==> config.mk <==
export PLATFORM = sky130hd
export DESIGN_NAME = lbsa_datapath
export DESIGN_NICKNAME = d
export VERILOG_FILES = /design/src/sv/lbsa_pkg.sv /design/src/sv/lbsa_datapath.sv
export SDC_FILE = /design/constraint.sdc
export NUM_CORES = 2
export LEC_CHECK = 0
export CAP_MARGIN = 5
export CORE_MARGIN = 2
export CORE_UTILIZATION = 65
export CTS_BUF_LIST = sky130_fd_sc_hd__clkbuf_8
export DETAILED_ROUTE_END_ITERATION = 16
export DONT_BUFFER_PORTS = 1
export PLACE_DENSITY = 0.81
export SLEW_MARGIN = 0
export SYNTH_ARGS = -nofsm -noshare
export SYNTH_HDL_FRONTEND = slang
export SYNTH_SLANG_ARGS = --single-unit
==> constraint.sdc <==
create_clock -name clock -period 12.5 [get_ports clock]
set_clock_uncertainty 0.05 [all_clocks]
set_input_delay 1.875 -clock clock [delete_from_list [all_inputs] [get_ports clock]]
set_output_delay 1.875 -clock clock [all_outputs]
set_load 0.01 [all_outputs]
==> src/sv/lbsa_pkg.sv <==
package lbsa_pkg;

   // fixed field widths
   localparam int BIN_W    = 13;
   localparam int BASE_W   = 5;
   localparam int AMP_W    = 16;
   localparam int PHASE_W  = 16;
   localparam int SLICE_W  = 8;
   localparam int STEP_W   = 6;
   localparam int Z_W      = 26;
   localparam int CORDIC_N = 24;

   // register indexes
   localparam logic CSR_LOG_BASE    = 1'b0;
   localparam logic CSR_HALF_LENGTH = 1'b1;

   // controller commands to the datapath
   typedef struct packed {
      logic              accept;
      logic              sq_re;
      logic              sq_im;
      logic              add;
      logic              root_step;
      logic              cordic_step;
      logic              div_step;
      logic              out_load;
      logic [STEP_W-1:0] step;
   } cmd_type;

   // datapath status to the controller
   typedef struct packed {
      logic emit;
   } status_type;

   // arctangent of 2^-i in units of 2^-24 turn
   function automatic logic signed [Z_W-1:0] atan_val(input logic [4:0] i);
      logic signed [Z_W-1:0] v;
      case (i)
         5'd0:  v = 26'sd2097152;
         5'd1:  v = 26'sd1238021;
         5'd2:  v = 26'sd654136;
         5'd3:  v = 26'sd332050;
         5'd4:  v = 26'sd166669;
         5'd5:  v = 26'sd83416;
         5'd6:  v = 26'sd41718;
         5'd7:  v = 26'sd20860;
         5'd8:  v = 26'sd10430;
         5'd9:  v = 26'sd5215;
         5'd10: v = 26'sd2608;
         5'd11: v = 26'sd1304;
         5'd12: v = 26'sd652;
         5'd13: v = 26'sd326;
         5'd14: v = 26'sd163;
         5'd15: v = 26'sd81;
         5'd16: v = 26'sd41;
         5'd17: v = 26'sd20;
         5'd18: v = 26'sd10;
         5'd19: v = 26'sd5;
         5'd20: v = 26'sd3;
         5'd21: v = 26'sd1;
         5'd22: v = 26'sd1;
         default: v = 26'sd0;
      endcase
      return v;
   endfunction

endpackage

==> src/sv/lbsa_datapath.sv <==
module lbsa_datapath
   import lbsa_pkg::*;
#(
   parameter int MAX_HALF_BINS = 4096,
   parameter int SAMPLE_BITS   = 16
) (
   input  logic                          clock,
   input  logic                          reset,
   input  logic                          csr_we,
   input  logic                          csr_addr,
   input  logic [BIN_W-1:0]              csr_wdata,
   input  logic signed [SAMPLE_BITS-1:0] bin_real,
   input  logic signed [SAMPLE_BITS-1:0] bin_imag,
   input  logic                          frame_start,
   input  cmd_type                       cmd,
   output status_type                    status,
   output logic [AMP_W-1:0]              band_amplitude,
   output logic signed [PHASE_W-1:0]     band_phase,
   output logic [BIN_W-1:0]              band_center_twice,
   output logic                          band_last
);

   localparam int SUM_W  = SAMPLE_BITS + BIN_W;
   localparam int PROD_W = 2 * SUM_W;
   localparam int REM_W  = SUM_W + 3;
   localparam int CW     = SUM_W + 35;
   localparam logic [BIN_W-1:0] BIN_MAX = '1;

   // configuration registers
   logic [BASE_W-1:0] base_ff;
   logic [BIN_W-1:0]  half_ff;

   always_ff @(posedge clock) begin
      if (reset) begin
         base_ff <= BASE_W'(2);
         half_ff <= BIN_W'(512);
      end else if (csr_we) begin
         case (csr_addr)
            CSR_LOG_BASE:    base_ff <= csr_wdata[BASE_W-1:0];
            CSR_HALF_LENGTH: half_ff <= csr_wdata;
            default:         base_ff <= base_ff;
         endcase
      end
   end

   // slice bookkeeping
   logic [BIN_W-1:0]        bin_cnt_ff, first_ff, width_ff;
   logic [SLICE_W-1:0]      slices_ff;
   logic signed [SUM_W-1:0] sum_re_ff, sum_im_ff;

   logic [BIN_W-1:0]        idx, hl, cnt, center;
   logic [BIN_W:0]          last_of;
   logic                    in_range, is_last, emit;
   logic signed [SUM_W-1:0] sum_re_new, sum_im_new;
   logic [BASE_W-1:0]       base_c;
   logic [9:0]              sq;
   logic [17:0]             wide_w;
   logic [BIN_W-1:0]        width_next;
   logic                    width_grow;

   always_comb begin
      idx = frame_start ? '0 : bin_cnt_ff;
      if (32'(half_ff) > 32'(MAX_HALF_BINS)) hl = BIN_W'(MAX_HALF_BINS);
      else hl = half_ff;
      in_range   = (idx != '0) && (hl >= BIN_W'(2)) && (idx < hl);
      sum_re_new = sum_re_ff + SUM_W'(bin_real);
      sum_im_new = sum_im_ff + SUM_W'(bin_imag);
      last_of    = {1'b0, first_ff} + {1'b0, width_ff} - 1'b1;
      is_last    = (idx >= hl - 1'b1);
      emit       = in_range && (({1'b0, idx} >= last_of) || is_last);
      cnt        = (idx >= first_ff) ? (idx - first_ff + 1'b1) : BIN_W'(1);
      center     = first_ff + idx;
      if (base_ff == '0) base_c = BASE_W'(1);
      else if (base_ff > BASE_W'(16)) base_c = BASE_W'(16);
      else base_c = base_ff;
      sq         = {5'b0, base_c} * {5'b0, base_c};
      width_grow = ({2'b0, slices_ff} + 10'd1 >= sq);
      wide_w     = {5'b0, width_ff} * {13'b0, base_c};
      width_next = (wide_w > 18'(BIN_MAX)) ? BIN_MAX : wide_w[BIN_W-1:0];
   end

   assign status.emit = emit;

   // work registers of the emitted slice
   logic signed [SUM_W-1:0] wr_re_ff, wr_im_ff;
   logic [BIN_W-1:0]        cnt_ff, center_ff;
   logic                    last_ff;

   always_ff @(posedge clock) begin
      if (reset) begin
         bin_cnt_ff <= '0;
         first_ff   <= BIN_W'(1);
         width_ff   <= BIN_W'(1);
         slices_ff  <= '0;
         sum_re_ff  <= '0;
         sum_im_ff  <= '0;
      end else if (cmd.accept) begin
         bin_cnt_ff <= (idx == BIN_MAX) ? BIN_MAX : idx + 1'b1;
         if (idx == '0) begin
            first_ff  <= BIN_W'(1);
            width_ff  <= BIN_W'(1);
            slices_ff <= '0;
            sum_re_ff <= '0;
            sum_im_ff <= '0;
         end else if (in_range) begin
            if (emit) begin
               first_ff  <= idx + 1'b1;
               sum_re_ff <= '0;
               sum_im_ff <= '0;
               if (width_grow) begin
                  width_ff  <= width_next;
                  slices_ff <= '0;
               end else begin
                  slices_ff <= slices_ff + 1'b1;
               end
            end else begin
               sum_re_ff <= sum_re_new;
               sum_im_ff <= sum_im_new;
            end
         end
      end
   end

   always_ff @(posedge clock) begin
      if (cmd.accept && emit) begin
         wr_re_ff  <= sum_re_new;
         wr_im_ff  <= sum_im_new;
         cnt_ff    <= cnt;
         center_ff <= center;
         last_ff   <= is_last;
      end
   end

   // shared squaring multiplier
   logic signed [SUM_W-1:0]  mul_op;
   logic signed [PROD_W-1:0] mul_res;
   logic [PROD_W-1:0]        prod_ff, acc_ff, rad_ff;

   assign mul_op  = cmd.sq_re ? wr_re_ff : wr_im_ff;
   assign mul_res = mul_op * mul_op;

   // digit-by-digit square root, then restoring divide on the same register
   logic [REM_W-1:0] srem_ff, srem_sh, trial;
   logic [SUM_W-1:0] root_ff;
   logic [BIN_W-1:0] drem_ff;
   logic [BIN_W:0]   drem_sh;
   logic             s_ge, d_ge;

   always_comb begin
      srem_sh = {srem_ff[REM_W-3:0], rad_ff[PROD_W-1 -: 2]};
      trial   = {1'b0, root_ff, 2'b01};
      s_ge    = (srem_sh >= trial);
      drem_sh = {drem_ff, root_ff[SUM_W-1]};
      d_ge    = (drem_sh >= {1'b0, cnt_ff});
   end

   always_ff @(posedge clock) begin
      if (cmd.sq_re || cmd.sq_im) prod_ff <= PROD_W'(mul_res);
      if (cmd.sq_im) acc_ff <= prod_ff;
      if (cmd.add) begin
         rad_ff  <= acc_ff + prod_ff;
         srem_ff <= '0;
         root_ff <= '0;
         drem_ff <= '0;
      end else if (cmd.root_step) begin
         rad_ff  <= {rad_ff[PROD_W-3:0], 2'b00};
         srem_ff <= s_ge ? srem_sh - trial : srem_sh;
         root_ff <= {root_ff[SUM_W-2:0], s_ge};
      end else if (cmd.div_step) begin
         drem_ff <= d_ge ? BIN_W'(drem_sh - {1'b0, cnt_ff}) : drem_sh[BIN_W-1:0];
         root_ff <= {root_ff[SUM_W-2:0], d_ge};
      end
   end

   // cordic vectoring for the phase
   logic signed [CW-1:0]  x_ff, y_ff, x0, y0, dx, dy, ext_re, ext_im;
   logic signed [Z_W-1:0] z_ff, z0, atan_i;
   logic                  zero_ff;

   always_comb begin
      ext_re = CW'(wr_re_ff) <<< 32;
      ext_im = CW'(wr_im_ff) <<< 32;
      x0 = ext_re;
      y0 = ext_im;
      z0 = '0;
      if (wr_re_ff < 0) begin
         if (wr_im_ff >= 0) begin
            x0 = ext_im;
            y0 = -ext_re;
            z0 = Z_W'(1 << 22);
         end else begin
            x0 = -ext_im;
            y0 = ext_re;
            z0 = -Z_W'(1 << 22);
         end
      end
      dx     = y_ff >>> cmd.step;
      dy     = x_ff >>> cmd.step;
      atan_i = atan_val(cmd.step[4:0]);
   end

   always_ff @(posedge clock) begin
      if (cmd.sq_re) begin
         x_ff    <= x0;
         y_ff    <= y0;
         z_ff    <= z0;
         zero_ff <= (wr_re_ff == 0) && (wr_im_ff == 0);
      end else if (cmd.cordic_step) begin
         if (y_ff > 0) begin
            x_ff <= x_ff + dx;
            y_ff <= y_ff - dy;
            z_ff <= z_ff + atan_i;
         end else begin
            x_ff <= x_ff - dx;
            y_ff <= y_ff + dy;
            z_ff <= z_ff - atan_i;
         end
      end
   end

   // result register
   logic [Z_W-1:0] z_rnd;
   assign z_rnd = z_ff + Z_W'(128);

   always_ff @(posedge clock) begin
      if (cmd.out_load) begin
         band_amplitude    <= (|root_ff[SUM_W-1:AMP_W]) ? '1 : root_ff[AMP_W-1:0];
         band_phase        <= zero_ff ? '0 : z_rnd[23:8];
         band_center_twice <= center_ff;
         band_last         <= last_ff;
      end
   end

endmodule

==> run metrics <==
status=complete, no violations; crit path DAT=11.92 ns; CTS Buffer Depth=3; die area=137000 µm²; Critical Path End Type=flop; CTS clk-pin slew, worst paths=0.06 ns; Post-CTS Hold Fix Bufs=0; EDFF count, synth=456; Hold WC Path Type=reg2reg; Sink Count=651; Slew headroom=11.4%; Die X=371 µm; Max Cap Violations=0; CP Launch Type=input pin; Starting Density=between 60% and 70%; Final Hold Fails=0; post-cts resize count=0; Setup Fix Bufs, Post-CTS=0; WP data required=13.07 ns; most common cell after layout, fill and taps aside=inv_1; Via density=6.50; total gr overflow=0; Peak Freq=88.2 MHz; layout cells sized above 1=7.45%; area leader, netlist=fa_1; final setup vio count=0; Setup CP Type=in2reg; DRC Markers=0; WL/cell=about 24 µm; number of global-route vias before repair=73.0k; initial antenna violation count=13; Mapped Area=87400 µm²; # port buffers=0; Placeable Area=133000 µm²; final WL=268000 µm; Avg Cell Area, Syn=9.13 µm²; routability cong.=between 1 and 1.5; drt initial violations=8105; # rows=134; CP Max Fanout=between 200 and 300; post-synth top area share=20.3%; largest net degree at the start of global routing=262; Yosys reg bits=651; Num CTS Buffers=116; Synth Instances=9582; TritonRoute pass-1 iters=8; Max Slew Vio Count=0; RSZ-0062 raised after global routing=false; total track usage=39.2%; total I/O pin count=111; Setup TNS Final=0 ns; Slew @ Worst Pin=1.32 ns; Clk Latency, worst-skew pair=around 0.92 ns; number of synthesis warnings=0; min cycle time layout=11.34 ns; antenna-violating nets left=0; die height=371 µm; nets@finish=around 11k; CTS H-tree lvls=3; hpwl dp=206000 µm; async set-reset flop share out of synthesis=0%; Final Cycle Share=90.7%; sequential area share after synthesis=20.1%; Layout area overhead=4.31%; Via Count=73.0k; commonest cells after routing, fill and taps aside=1308 x inv_1, 887 x fa_1, 832 x nand2_1, 791 x nor2_1, 634 x ha_1; CTS tree=done; most used flip-flop cell after synthesis=edfxtp_1; Setup Slack @ Placement=0.327 ns; Root Driver=clkbuf_8; global-route wire length before repair=417000 µm; post-synth cell types=112; ranking of synthesized cells by area=fa_1 20%, edfxtp_1 16%, ha_1 9.1%; post-route worst setup slack=around 1.2 ns; flop2flop setup slack=1.50 ns
-- state kept, by name (all words and copies together), names as in the netlist, 16 cells and up --
signal and flops:
wr_im_ff 29, sum_im_ff 29, x_ff 64, band_phase 16
acc_ff 57, root_ff 29, z_ff 24, wr_re_ff 29
rad_ff 58, y_ff 64, prod_ff 57, srem_ff 30
band_amplitude 16, sum_re_ff 29
-- per-stage QoR --
step | hold slack [ns] | instances | cell area, µm² | utilization [%]
after floorplan | 0.350 | 9584 | 87400 | -
after global placement | 0.354 | 11000 | 88700 | 66.4
after detailed placement | 0.357 | 11000 | 88700 | 66.4
after CTS | 0.372 | 11200 | 91200 | 68.3
after global routing | 0.383 | 11200 | 91200 | 68.3
final | 0.371 | 11200 | 91200 | 68.3
-- layout make-up --
| class | instances | area [µm²] |
|---|---|---|
| Timing Repair Buffer | 94 | 718 |
| Clock inverter | 93 | 785 |
| Clock buffer | 127 | 1750 |
| Tap cell | 1768 | 2210 |
| Sequential cell | 651 | 17600 |
| Fill cell | 10400 | 42200 |
| Inverter | 1301 | 4890 |
| Multi-Input combinational cell | 7199 | 63200 |
| Antenna cell | 9 | 22.5 |
-- worst paths after layout --
kind	cells after the start	start	endpoint
worst min-delay path	0	center_ff[2]	band_center_twice[2]
worst max register to register	28	wr_im_ff[2]	prod_ff[55]
worst max-delay path	28	cmd[12]	prod_ff[55]
worst min register to register	0	center_ff[2]	band_center_twice[2]
-- kinds of logic after synthesis --
family | Yosys count | synth area share [%]
simple gates | 2562 | 13.6
compound gates | 2032 | 15.0
buf+inv | 1734 | 7.69
fa+ha+maj | 1521 | 29.4
flops | 651 | 20.1
xor+xnor | 578 | 5.79
mux | 503 | 8.38
other cells | 1 | 0.00429
-- worst max-delay path: stages --
cell and delay (ns):
mux2_2 0.48, clkinv_1 0.67, nor2_1 0.58, fa_1 0.48, inv_1 0.32, fa_1 0.49, inv_1 0.22, fa_1 0.50
fa_1 0.98, inv_1 0.45, fa_1 0.60, inv_1 0.06, fa_1 0.48, fa_1 0.48, inv_1 0.05, fa_1 0.49
inv_1 0.04, ha_1 0.32, a21o_1 0.19, a21o_1 0.18, a21oi_1 0.18, nor3b_1 0.26, o311ai_0 0.24, a41oi_1 0.51
o211ai_1 0.20, a31o_2 0.27, a21oi_1 0.17, xnor2_1 0.08
-- cell usage after synthesis (52+ instances only) --
cell	n
inv_1	1291
fa_1	887
nand2_1	834
nor2_1	796
ha_1	634
a21oi_1	607
edfxtp_1	456
o21ai_0	385
xnor2_1	329
clkbuf_1	310
xor2_1	249
a21o_1	230
dfxtp_1	195
mux2i_1	185
nand3_1	170
mux4_2	161
mux2_2	143
nor3_1	113
nand2b_1	106
o211ai_1	91
nor2b_1	89
a211oi_1	79
a31oi_1	74
and3_1	74
and2_1	71
o21a_1	67
nand4_1	64
o21bai_1	64
or3_1	53
buf_2	52
nor4_1	52
-- per-layer routing --
layer  up-vias  global-route usage [%]  share of wire [%]
li1      32500                       -                  -
met1     35600                    50.1                 38
met3       908                    10.6                 11
met5         -                       0              0.014
met4         6                    21.8                6.5
met2      3989                    60.5                 45
Power is left out: the tool's default activity adds up to more than one toggle a clock period on the data nets, which glitch-free logic cannot reach.
