## src/sv/lbsa_pkg.sv

```systemverilog
package lbsa_pkg;

   // fixed field widths
   localparam int BIN_W    = 13;
   localparam int BASE_W   = 5;
   localparam int AMP_W    = 16;
   localparam int PHASE_W  = 16;
   localparam int SLICE_W  = 8;
   localparam int STEP_W   = 6;
   localparam int Z_W      = 26;
   localparam int CORDIC_N = 24;

   // register indexes
   localparam logic CSR_LOG_BASE    = 1'b0;
   localparam logic CSR_HALF_LENGTH = 1'b1;

   // controller commands to the datapath
   typedef struct packed {
      logic              accept;
      logic              sq_re;
      logic              sq_im;
      logic              add;
      logic              root_step;
      logic              cordic_step;
      logic              div_step;
      logic              out_load;
      logic [STEP_W-1:0] step;
   } cmd_type;

   // datapath status to the controller
   typedef struct packed {
      logic emit;
   } status_type;

   // arctangent of 2^-i in units of 2^-24 turn
   function automatic logic signed [Z_W-1:0] atan_val(input logic [4:0] i);
      logic signed [Z_W-1:0] v;
      case (i)
         5'd0:  v = 26'sd2097152;
         5'd1:  v = 26'sd1238021;
         5'd2:  v = 26'sd654136;
         5'd3:  v = 26'sd332050;
         5'd4:  v = 26'sd166669;
         5'd5:  v = 26'sd83416;
         5'd6:  v = 26'sd41718;
         5'd7:  v = 26'sd20860;
         5'd8:  v = 26'sd10430;
         5'd9:  v = 26'sd5215;
         5'd10: v = 26'sd2608;
         5'd11: v = 26'sd1304;
         5'd12: v = 26'sd652;
         5'd13: v = 26'sd326;
         5'd14: v = 26'sd163;
         5'd15: v = 26'sd81;
         5'd16: v = 26'sd41;
         5'd17: v = 26'sd20;
         5'd18: v = 26'sd10;
         5'd19: v = 26'sd5;
         5'd20: v = 26'sd3;
         5'd21: v = 26'sd1;
         5'd22: v = 26'sd1;
         default: v = 26'sd0;
      endcase
      return v;
   endfunction

endpackage

```

## src/sv/lbsa_ctrl.sv

```systemverilog
module lbsa_ctrl
   import lbsa_pkg::*;
#(
   parameter int STEPS = 29
) (
   input  logic       clock,
   input  logic       reset,
   input  logic       req_tvalid,
   output logic       req_tready,
   output logic       rsp_tvalid,
   input  logic       rsp_tready,
   input  status_type status,
   output cmd_type    cmd
);

   localparam logic [2:0] ST_IDLE  = 3'd0;
   localparam logic [2:0] ST_SQ_RE = 3'd1;
   localparam logic [2:0] ST_SQ_IM = 3'd2;
   localparam logic [2:0] ST_ADD   = 3'd3;
   localparam logic [2:0] ST_ROOT  = 3'd4;
   localparam logic [2:0] ST_DIV   = 3'd5;
   localparam logic [2:0] ST_FIN   = 3'd6;

   localparam logic [STEP_W-1:0] LAST_STEP = STEP_W'(STEPS - 1);
   localparam logic [STEP_W-1:0] CORDIC_END = STEP_W'(CORDIC_N);

   logic [2:0]        state_ff, state_in;
   logic [STEP_W-1:0] step_ff, step_in;
   logic              valid_ff, valid_in;

   assign req_tready = (state_ff == ST_IDLE);
   assign rsp_tvalid = valid_ff;

   // next state and commands
   always_comb begin
      state_in = state_ff;
      step_in  = step_ff;
      cmd      = '0;
      cmd.step = step_ff;
      case (state_ff)
         ST_IDLE: begin
            if (req_tvalid) begin
               cmd.accept = 1'b1;
               if (status.emit) state_in = ST_SQ_RE;
            end
         end
         ST_SQ_RE: begin
            cmd.sq_re = 1'b1;
            state_in  = ST_SQ_IM;
         end
         ST_SQ_IM: begin
            cmd.sq_im = 1'b1;
            state_in  = ST_ADD;
         end
         ST_ADD: begin
            cmd.add  = 1'b1;
            step_in  = '0;
            state_in = ST_ROOT;
         end
         ST_ROOT: begin
            cmd.root_step   = 1'b1;
            cmd.cordic_step = (step_ff < CORDIC_END);
            if (step_ff == LAST_STEP) begin
               step_in  = '0;
               state_in = ST_DIV;
            end else begin
               step_in = step_ff + 1'b1;
            end
         end
         ST_DIV: begin
            cmd.div_step = 1'b1;
            if (step_ff == LAST_STEP) begin
               step_in  = '0;
               state_in = ST_FIN;
            end else begin
               step_in = step_ff + 1'b1;
            end
         end
         ST_FIN: begin
            if (!valid_ff || rsp_tready) begin
               cmd.out_load = 1'b1;
               state_in     = ST_IDLE;
            end
         end
         default: begin
            state_in = ST_IDLE;
         end
      endcase
   end

   // result valid flag
   always_comb begin
      valid_in = valid_ff;
      if (rsp_tready) valid_in = 1'b0;
      if (cmd.out_load) valid_in = 1'b1;
   end

   always_ff @(posedge clock) begin
      if (reset) begin
         state_ff <= ST_IDLE;
         step_ff  <= '0;
         valid_ff <= 1'b0;
      end else begin
         state_ff <= state_in;
         step_ff  <= step_in;
         valid_ff <= valid_in;
      end
   end

   a_load_shows: assert property (@(posedge clock) disable iff (reset)
      (state_ff == ST_FIN && (!valid_ff || rsp_tready)) |=> valid_ff)
      else $error("result load did not raise valid");
   a_root_bound: assert property (@(posedge clock) disable iff (reset)
      (state_ff == ST_ROOT || state_ff == ST_DIV) |-> step_ff <= LAST_STEP)
      else $error("step counter overran");
   a_emit_starts: assert property (@(posedge clock) disable iff (reset)
      (state_ff == ST_IDLE && req_tvalid && status.emit) |=> state_ff == ST_SQ_RE)
      else $error("emitting transaction did not start the math");

endmodule

```

## config.mk

```make
export PLATFORM = sky130hd
export DESIGN_NAME = lbsa_ctrl
export DESIGN_NICKNAME = d
export VERILOG_FILES = /design/src/sv/lbsa_pkg.sv /design/src/sv/lbsa_ctrl.sv
export SDC_FILE = /design/constraint.sdc
export NUM_CORES = 1
export LEC_CHECK = 0
export BUFFER_PORTS_ARGS = -buffer_cell sky130_fd_sc_hd__buf_2
export CAP_MARGIN = 20
export CORE_MARGIN = 5
export CORE_UTILIZATION = 47
export CTS_CLUSTER_DIAMETER = 40
export DETAILED_ROUTE_END_ITERATION = 16
export GPL_ROUTABILITY_DRIVEN = 0
export GPL_TIMING_DRIVEN = 0
export MAX_ROUTING_LAYER = met4
export PLACE_DENSITY_LB_ADDON = 0.25
export SLEW_MARGIN = 10
export SYNTH_ARGS = -nofsm -noshare
export SYNTH_HDL_FRONTEND = slang
export SYNTH_SLANG_ARGS = --single-unit
```

## constraint.sdc

```tcl
create_clock -name clock -period 1.6 [get_ports clock]
set_input_delay 0 -clock clock [delete_from_list [all_inputs] [get_ports clock]]
set_output_delay 0 -clock clock [all_outputs]
set_load 0.005 [all_outputs]
```

==> reports/metrics.cfg, run 1 <==
[run_status]
run_status=completed

[timing]
fin_crit_sh=0.8512
worst_slew_pin_slew_ns=0.4820
layout_min_cycle_time_ns=1.362
slew_headroom=0.6786
final-setup-viol-count=0
drv_slew=0
holdWs_ns=0.01125
finalHoldViolations=0
finalClockSkew_ns=0.006140
fin_setup_tns_ns=0
rsz0062_at_grt=false
max_freq_ghz=0.7342

[clock_tree]
ctsLongestPathBuffers=2
hold_buffers=0
clk_latency_ns=0.27
clock_sinks=10
post_cts_resized=0
htreeDepth=1
cts_tree=done
cts_root_buf=clkbuf_4
numCtsBuffers=3
cts.clk_slew.worst_paths_ns=0.07
postCtsSetupRepairBufs=0

[critical_path]
path_depth=4
critPathMaxStageDelay_ns=0.32
crit_fanout=10
cp-end-kind=output port
worstSetupStartpointType=register
critPathRequiredTime_ns=1.60
critPathBufInv=2
cp_cell_sequence=buf_6, nand2b_1, nor4b_1, buf_2
path_class=reg2out
crit_arrival_ns=1.36
slowest_stage=dfxtp_1
critPathTopFamily=simple AND/OR/NAND/NOR gates
r2r_cells=6

[yosys]
ys_warn_count=0
synth_seq_cells=10
syn-num-nets=86
synth_ff_type=dfxtp_1
ys_seq_area_frac=0.3131
synth_cells=79
synth.distinct_cells=32
synth.avg_cell_area_sq_um=8.093
synth.top_cell.area_share=0.3131
synthTopCellsByArea=dfxtp_1, a21oi_1, nor2_1, ha_1, nand2b_1
synth_top_area_cell=dfxtp_1
synthArstFlopShare=0
syn-cell-area_sq_um=639.4
synth_edf_count=0

[route]
drc=0
routed_wl_um=1336
ant_nets=0
vias_per_cell=5.220
drtIter0Drc=15
vias=616
wl_per_cell_um=11.32
dr.pass1.iters=4

[placed_design]
detailed_place_hpwl_um=1044
port_buffers=20
placed_cell_area_sq_um=758.2
dp_cells=114

[floorplan]
core-area_sq_um=1301
dieArea_sq_um=2198
fp-row-count=13
ios=21
dieHeight_um=46.88
initial_core_util=0.4913
fp.dieW_um=46.88

[power]
powerDensity_nw_per_um2=713.5
p_int_w=0.0004333
p_sw_frac=0.2356
pwr-share-seq=0.457
pwr-share-clk=0.399
leakagePower_nw=0.3431
pwr-share-comb=0.144
vdd_drop_max_v=0.0003471
p_switching_w=0.0001336

[global_routing]
grt_max_degree=11
grt-ovfl-total=0
antenna_found_initial=0
grt_use_total=0.1498
grt_pass1_wl_um=2277
grt_pass1_vias=547

[cells_and_area]
diodes=0
drive_above_1_share=0.3592
layout_common_cells=buf_2, dfxtp_1, nor2_1, a21oi_1, nand2_1
final_area_sq_um=794.5
final_common_cell=buf_2
n_fill_cell=140
fin_nets=111
syn2layout_area_growth_pct=24.27
instances_no_fill=118

[worst_hold_path]
hold_depth=3
holdCritPathClass=in2reg

[job]
maxCapViolCount=0

-- sequential cells by signal (all words and copies together) (netlist names) --
register,flops
state_ff,3
rsp_tvalid,1
step_ff,6
-- stage by stage --
stage | power [W] | util | setup WS, ns
after floorplan | 0.0003204 | - | 0.3845
after global placement | 0.0003461 | 0.5827 | 0.3215
after detailed placement | 0.0003480 | 0.5827 | 0.3082
after CTS | 0.0005722 | 0.6106 | 0.2397
after global routing | 0.0005970 | 0.6106 | 0.03789
final | 0.0005669 | 0.6106 | 0.2380
-- per-layer routing --
metal / global-route usage / up-vias / wire length (um)
li1: - / 325 / -
met5: - / - / 0
met1: 0.1762 / 274 / 600
met2: 0.2331 / 13 / 635
met4: 0.08287 / 0 / 27
met3: 0.03448 / 4 / 72
-- tightest hold or removal path: stages --
cell and delay (ns):
buf_2 0.08, or4_1 0.10, o31ai_1 0.06
-- cells in the mapped netlist, types with 2 or more instances --
master and count:
and2_1 2, nor3_1 4, inv_1 3, nand2b_1 4, nand2_1 6, dfxtp_1 10
nand3_1 3, buf_6 2, nor2_1 9, buf_4 2, ha_1 2, o21ai_0 3
a21oi_1 9, xnor2_1 2
-- logic make-up (layout without fill, tap and decap cells) --
kind of cell | Yosys count | in the layout | synth area share
simple gates | 38 | 38 | 0.3386
compound gates | 19 | 19 | 0.1996
xor+xnor | 2 | 2 | 0.02740
fa+ha+maj | 2 | 2 | 0.03913
flops | 10 | 10 | 0.3131
buf+inv | 8 | 32 | 0.08218
-- power by group through the flow --
stage / combinational, W / clock, W / sequential (W)
after CTS: 0.0000832 / 0.000230 / 0.000259
after global placement: 0.0000816 / 0 / 0.000265
after global routing: 0.0000921 / 0.000245 / 0.000260
final: 0.0000817 / 0.000226 / 0.000259
after detailed placement: 0.0000831 / 0 / 0.000265
after floorplan: 0.0000563 / 0 / 0.000264
-- layout make-up --
class	instances	area, sq um	area share
Buffer	5	41.29	0.05197
Clock buffer	4	36.28	0.04567
Inverter	3	11.26	0.01417
Multi-Input combinational cell	61	386.6	0.4866
Sequential cell	10	200.2	0.2520
Tap cell	15	18.77	0.02362
Timing Repair Buffer	20	100.1	0.1260
-- worst paths after layout --
kind / start / to / slack (ns)
setup / recovery: state_ff[1] / cmd[8] / 0.24
hold / removal: reset / state_ff[0] / 0.01
setup reg to reg: step_ff[1] / step_ff[2] / 0.30
hold reg to reg: rsp_tvalid / rsp_tvalid / 0.52
Note: power is estimated with default switching activity, not from simulation.
==> run 2, diff against run 1 <==
--- a/config.mk
+++ b/config.mk
@@ -7,10 +7,11 @@
 export LEC_CHECK = 0
 export BUFFER_PORTS_ARGS = -buffer_cell sky130_fd_sc_hd__buf_2
 export CAP_MARGIN = 20
-export CORE_MARGIN = 5
-export CORE_UTILIZATION = 47
+export CORE_AREA = 5 5 42 44
+export CTS_BUF_LIST = sky130_fd_sc_hd__clkbuf_8
 export CTS_CLUSTER_DIAMETER = 40
 export DETAILED_ROUTE_END_ITERATION = 16
+export DIE_AREA = 0 0 47 49
 export GPL_ROUTABILITY_DRIVEN = 0
 export GPL_TIMING_DRIVEN = 0
 export MAX_ROUTING_LAYER = met4
==> constraint.sdc (replaced) <==
create_clock -name clock -period 1.3 [get_ports clock]
set_input_delay 0 -clock clock [delete_from_list [all_inputs] [get_ports clock]]
set_output_delay 0 -clock clock [all_outputs]
set_load 0.005 [all_outputs]
==> reports/metrics.cfg, run 2 (synthesis gave the netlist of run 1 again) <==
[worst_hold_path]
hold_depth=3
min_from=reset
holdCritPathClass=in2reg

[clock_tree]
cts_tree=done
cts.clk_slew.worst_paths_ns=0.05
cts_root_buf=clkbuf_8
numCtsBuffers=3
ctsLongestPathBuffers=2
clk_latency_ns=0.24
clock_sinks=10
htreeDepth=1

[critical_path]
critPathRequiredTime_ns=1.45
crit_fanout=5
critPathLaunch=step_ff[0]
crit_arrival_ns=1.38
path_class=reg2reg
r2r_cells=6
cp-end-kind=register
reg2reg_from=step_ff[0]
worstSetupStartpointType=register

[placed_design]
place_ws_ns=-0.02069
detailed_place_hpwl_um=1043
port_buffers=20
placed_cell_area_sq_um=759.5

[power]
power.total_w=0.0008126
leakagePower_nw=0.3691
vdd_drop_max_v=0.0006549
powerDensity_nw_per_um2=956.5

[timing]
finalHoldViolations=0
drv_slew=0
worst_slack_ns=0.07382
fin_setup_tns_ns=0
worst_slew_pin_slew_ns=0.4860
layout_min_cycle_time_ns=1.226
max_freq_ghz=0.8155
fin_crit_sh=0.9432
final-setup-viol-count=0
rsz0062_at_grt=true
slew_headroom=0.6760
finalClockSkew_ns=0.003467

[floorplan]
initial_core_util=0.4562
core-area_sq_um=1401
dieHeight_um=49
fp-row-count=14
dieArea_sq_um=2303
fp.dieW_um=47
ios=21

[cells_and_area]
n_fill_cell=131
final_common_cell=buf_2
largest_register_ffs=6
utilization=0.6063
final_area_sq_um=849.6
regMostFlops=step_ff
multi_input_area_sq_um=400.4
fin_nets=113
diodes=0
layout_common_cells=buf_2, nor2_1, a21oi_1, dfxtp_1, nand2_1
drive_above_1_share=0.4286
seqCellArea_sq_um=206.4
syn2layout_area_growth_pct=32.88

[global_routing]
antenna_found_initial=0
grt_pass1_wl_um=2304
grt_use_total=0.1413
grt_pass1_vias=549
grt_max_degree=11
grt-ovfl-total=0

[route]
routed_wl_um=1411
dr.pass1.iters=4
vias=626
wl_per_cell_um=11.66
drc=0
drtIter0Drc=2
vias_per_cell=5.174
ant_nets=0

[run_status]
run_status=completed

[job]
maxCapViolCount=0

run 2: cell types whose count changed in the layout (fill, tap and decap cells not counted):
cell,previous run,this run
inv_1,3,2
nor4b_1,1,0
dfxtp_2,0,2
o21ai_1,0,1
o21ai_0,3,2
nor4b_2,0,1
clkbuf_8,1,4
dfxtp_1,10,7
clkbuf_4,3,0
inv_2,0,1
nand2b_1,4,3
buf_4,2,4
nand2b_4,0,1
dfxtp_4,0,1
run 2: per-stage QoR:
stage | hold WS [ns] | instances
3_5_place_dp | 0.2885 | 115
3_3_place_gp | 0.2824 | 115
5_1_grt | 0.06526 | 121
4_1_cts | 0.04078 | 119
2_1_floorplan | 0.1103 | 79
6_report | 0.04178 | 121
run 2: area by class of cell:
class,count,area share
buffer,5,0.04860
clock buffer,4,0.06480
inverter,3,0.01325
multi-input combinational,61,0.4713
sequential,10,0.2430
tap,16,0.02356
timing repair buffer,22,0.1355
run 2: worst paths after layout:
kind | slack [ns] | end
worst max register to register | 0.07 | step_ff[2]
worst min-delay path | 0.04 | state_ff[0]
worst max-delay path | 0.07 | step_ff[2]
worst min register to register | 0.50 | step_ff[2]
run 2: report_power, final:
group	switching [W]	total (W)	internal, W	leakage (nW)
sequential	0.00000549	0.000318	0.000313	0.0827
clock	0.000122	0.000389	0.000266	0.0288
combinational	0.0000523	0.000106	0.0000534	0.258
total	0.000180	0.000813	0.000633	0.369
run 2: critical path, cell delays in order, from the launching register on:
cell	delay (ns)
dfxtp_2	0.34
inv_2	0.05
ha_1	0.19
nand2b_1	0.11
o21a_2	0.19
a21oi_2	0.07
a211oi_2	0.20
run 2: repair_timing:
item	4_1_cts	5_1_grt
cloned	0	0
pin swaps	1	3
endpoints found under the setup margin	2	6
gates resized for setup	4	5
buffers inserted	0	2
hold buffers	0	0
run 2: layer usage:
metal	part of all wire	wire [um]	up-vias	track usage
met5	0	0	-	-
met4	0.030	42	0	0.09677
met3	0.048	68	4	0.03321
met2	0.50	703	15	0.2104
met1	0.42	596	284	0.1600
li1	-	-	323	-
==> run 3, diff against run 2 <==
--- a/config.mk
+++ b/config.mk
@@ -7,15 +7,16 @@
 export LEC_CHECK = 0
 export BUFFER_PORTS_ARGS = -buffer_cell sky130_fd_sc_hd__buf_2
 export CAP_MARGIN = 20
-export CORE_AREA = 5 5 42 44
+export CORE_AREA = 2 2 39 41
 export CTS_BUF_LIST = sky130_fd_sc_hd__clkbuf_8
 export CTS_CLUSTER_DIAMETER = 40
 export DETAILED_ROUTE_END_ITERATION = 16
-export DIE_AREA = 0 0 47 49
+export DIE_AREA = 0 0 41 43
 export GPL_ROUTABILITY_DRIVEN = 0
 export GPL_TIMING_DRIVEN = 0
 export MAX_ROUTING_LAYER = met4
 export PLACE_DENSITY_LB_ADDON = 0.25
+export REMOVE_ABC_BUFFERS = 1
 export SLEW_MARGIN = 10
 export SYNTH_ARGS = -nofsm -noshare
 export SYNTH_HDL_FRONTEND = slang
==> reports/metrics.cfg, run 3 (synthesis gave the netlist of run 1 again) <==
[critical_path]
critPathMaxStageDelay_ns=0.45
r2r_end=step_ff[2]
cp_cell_sequence=and2b_2, o21a_2, a21oi_2, a211oi_2
crit_arrival_ns=1.41
crit_fanout=12
r2r_cells=4
critPathRequiredTime_ns=1.46
worstSetupStartpointType=register
slowest_stage=dfxtp_2
critPathBufInv=0
path_class=reg2reg
critPathTopFamily=compound AO/OA/AOI/OAI gates
reg2reg_from=state_ff[2]
ff2ff_setup_slack_ns=0.05
cp-end-kind=register

[global_routing]
grt_max_degree=13
grt-ovfl-total=0
antenna_found_initial=0
grt_use_total=0.1731
grt_pass1_wl_um=2035
grt_pass1_vias=496

[worst_hold_path]
whs_endpoint=step_ff[1]
hold_depth=2
min_from=reset
holdCritPathClass=in2reg

[floorplan]
initial_core_util=0.4620
core-area_sq_um=1384
ios=21
fp.dieW_um=41
dieHeight_um=43
fp-row-count=14
dieArea_sq_um=1763

[timing]
finalHoldViolations=0
layout_min_cycle_time_ns=1.252
fin_crit_sh=0.9631
drv_slew=0
slew_headroom=0.8450
rsz0062_at_grt=false
max_freq_ghz=0.7987
worst_slew_pin_slew_ns=0.2321
final-setup-viol-count=0
finalClockSkew_ns=0.002922

[cells_and_area]
largest_register_ffs=6
layout_common_cells=buf_2, nor2_1, a21oi_1, nand2_1, dfxtp_1
utilization=0.5651
fin_nets=106
final_common_cell=buf_2
diodes=0
drive_above_1_share=0.4124
instances_no_fill=113
syn2layout_area_growth_pct=22.31
regMostFlops=step_ff

[route]
ant_nets=0
drc=0
wl_per_cell_um=11.47
dr.pass1.iters=4
vias_per_cell=5.345
vias=604
routed_wl_um=1296
drtIter0Drc=6

[power]
p_int_w=0.0005579
pwr-share-clk=0.433
p_sw_frac=0.2295
leakagePower_nw=0.3275
powerDensity_nw_per_um2=926.0
power.total_w=0.0007241
vdd_drop_max_v=0.0006303
p_switching_w=0.0001662
pwr-share-seq=0.460
pwr-share-comb=0.108

[clock_tree]
numCtsBuffers=3
hold_buffers=0
clk_latency_ns=0.23
cts_root_buf=clkbuf_8
ctsLongestPathBuffers=2
cts.clk_slew.worst_paths_ns=0.05
htreeDepth=1
clock_sinks=10
cts_tree=done

[placed_design]
dp_cells=110
port_buffers=20
detailed_place_hpwl_um=899.2

[run_status]
run_status=completed

[job]
maxCapViolCount=0

-- run 3: what timing repair did --
| item | in CTS | in global routing |
|---|---|---|
| endpoints found under the setup margin | 5 | 7 |
| setup buffers | 0 | 0 |
| gates resized for setup | 4 | 6 |
| endpoints found under the hold margin | 0 | 0 |
| pin swaps | 0 | 1 |
-- run 3: routing by layer --
layer / vias to the layer above / routed length, um / part of all wire / GRT usage
met1: 276 / 631 / 0.49 / 0.2336
met2: 18 / 575 / 0.44 / 0.2281
met3: 2 / 69 / 0.053 / 0.03141
met4: 0 / 19 / 0.015 / 0.1133
li1: 308 / - / - / -
met5: - / 0 / 0 / -
-- run 3: final cells by class --
type,instances,area [sq um]
Inverter,3,11.26
Fill cell,139,601.8
Timing Repair Buffer,20,100.1
Tap cell,16,20.02
Multi-Input combinational cell,61,400.4
Sequential cell,10,209.0
Clock buffer,3,41.29
-- run 3: worst reg2reg max path, cell delays in order, from the launching register on --
cell      delay (ns)
dfxtp_2         0.45
and2b_2         0.26
o21a_2          0.21
a21oi_2         0.07
a211oi_2        0.19
-- run 3: per-stage QoR --
stage	worst slack [ns]	setup TNS (ns)	area (sq um)	hold slack, ns
after floorplan	0.08448	0	598.1	0.06465
after global placement	-0.02784	-0.03670	718.2	0.2835
after detailed placement	-0.03941	-0.07675	718.2	0.2886
after CTS	0.003210	0	765.7	0.08481
after global routing	0.002790	0	782.0	0.1006
final	0.04800	0	782.0	0.08050
-- run 3: how the worst max path moves through the flow --
stage | startpoint | endpoint | slack, ns | cells past startpoint
final | state_ff[2] | step_ff[2] | 0.05 | 4
after global routing | step_ff[0] | step_ff[2] | 0.003 | 6
after CTS | step_ff[0] | step_ff[2] | 0.003 | 6
after detailed placement | state_ff[1] | step_ff[2] | -0.04 | 4
after global placement | state_ff[2] | step_ff[2] | -0.03 | 4
after floorplan | step_ff[0] | step_ff[2] | 0.08 | 6
-- run 3: power groups by stage --
stage / sequential [W] / clock [W] / combinational (W)
finish: 0.000333 / 0.000313 / 0.0000779
global route: 0.000335 / 0.000335 / 0.0000903
CTS: 0.000333 / 0.000322 / 0.0000763
detailed placement: 0.000338 / 0 / 0.0000751
global placement: 0.000337 / 0 / 0.0000742
floorplan: 0.000333 / 0 / 0.0000452
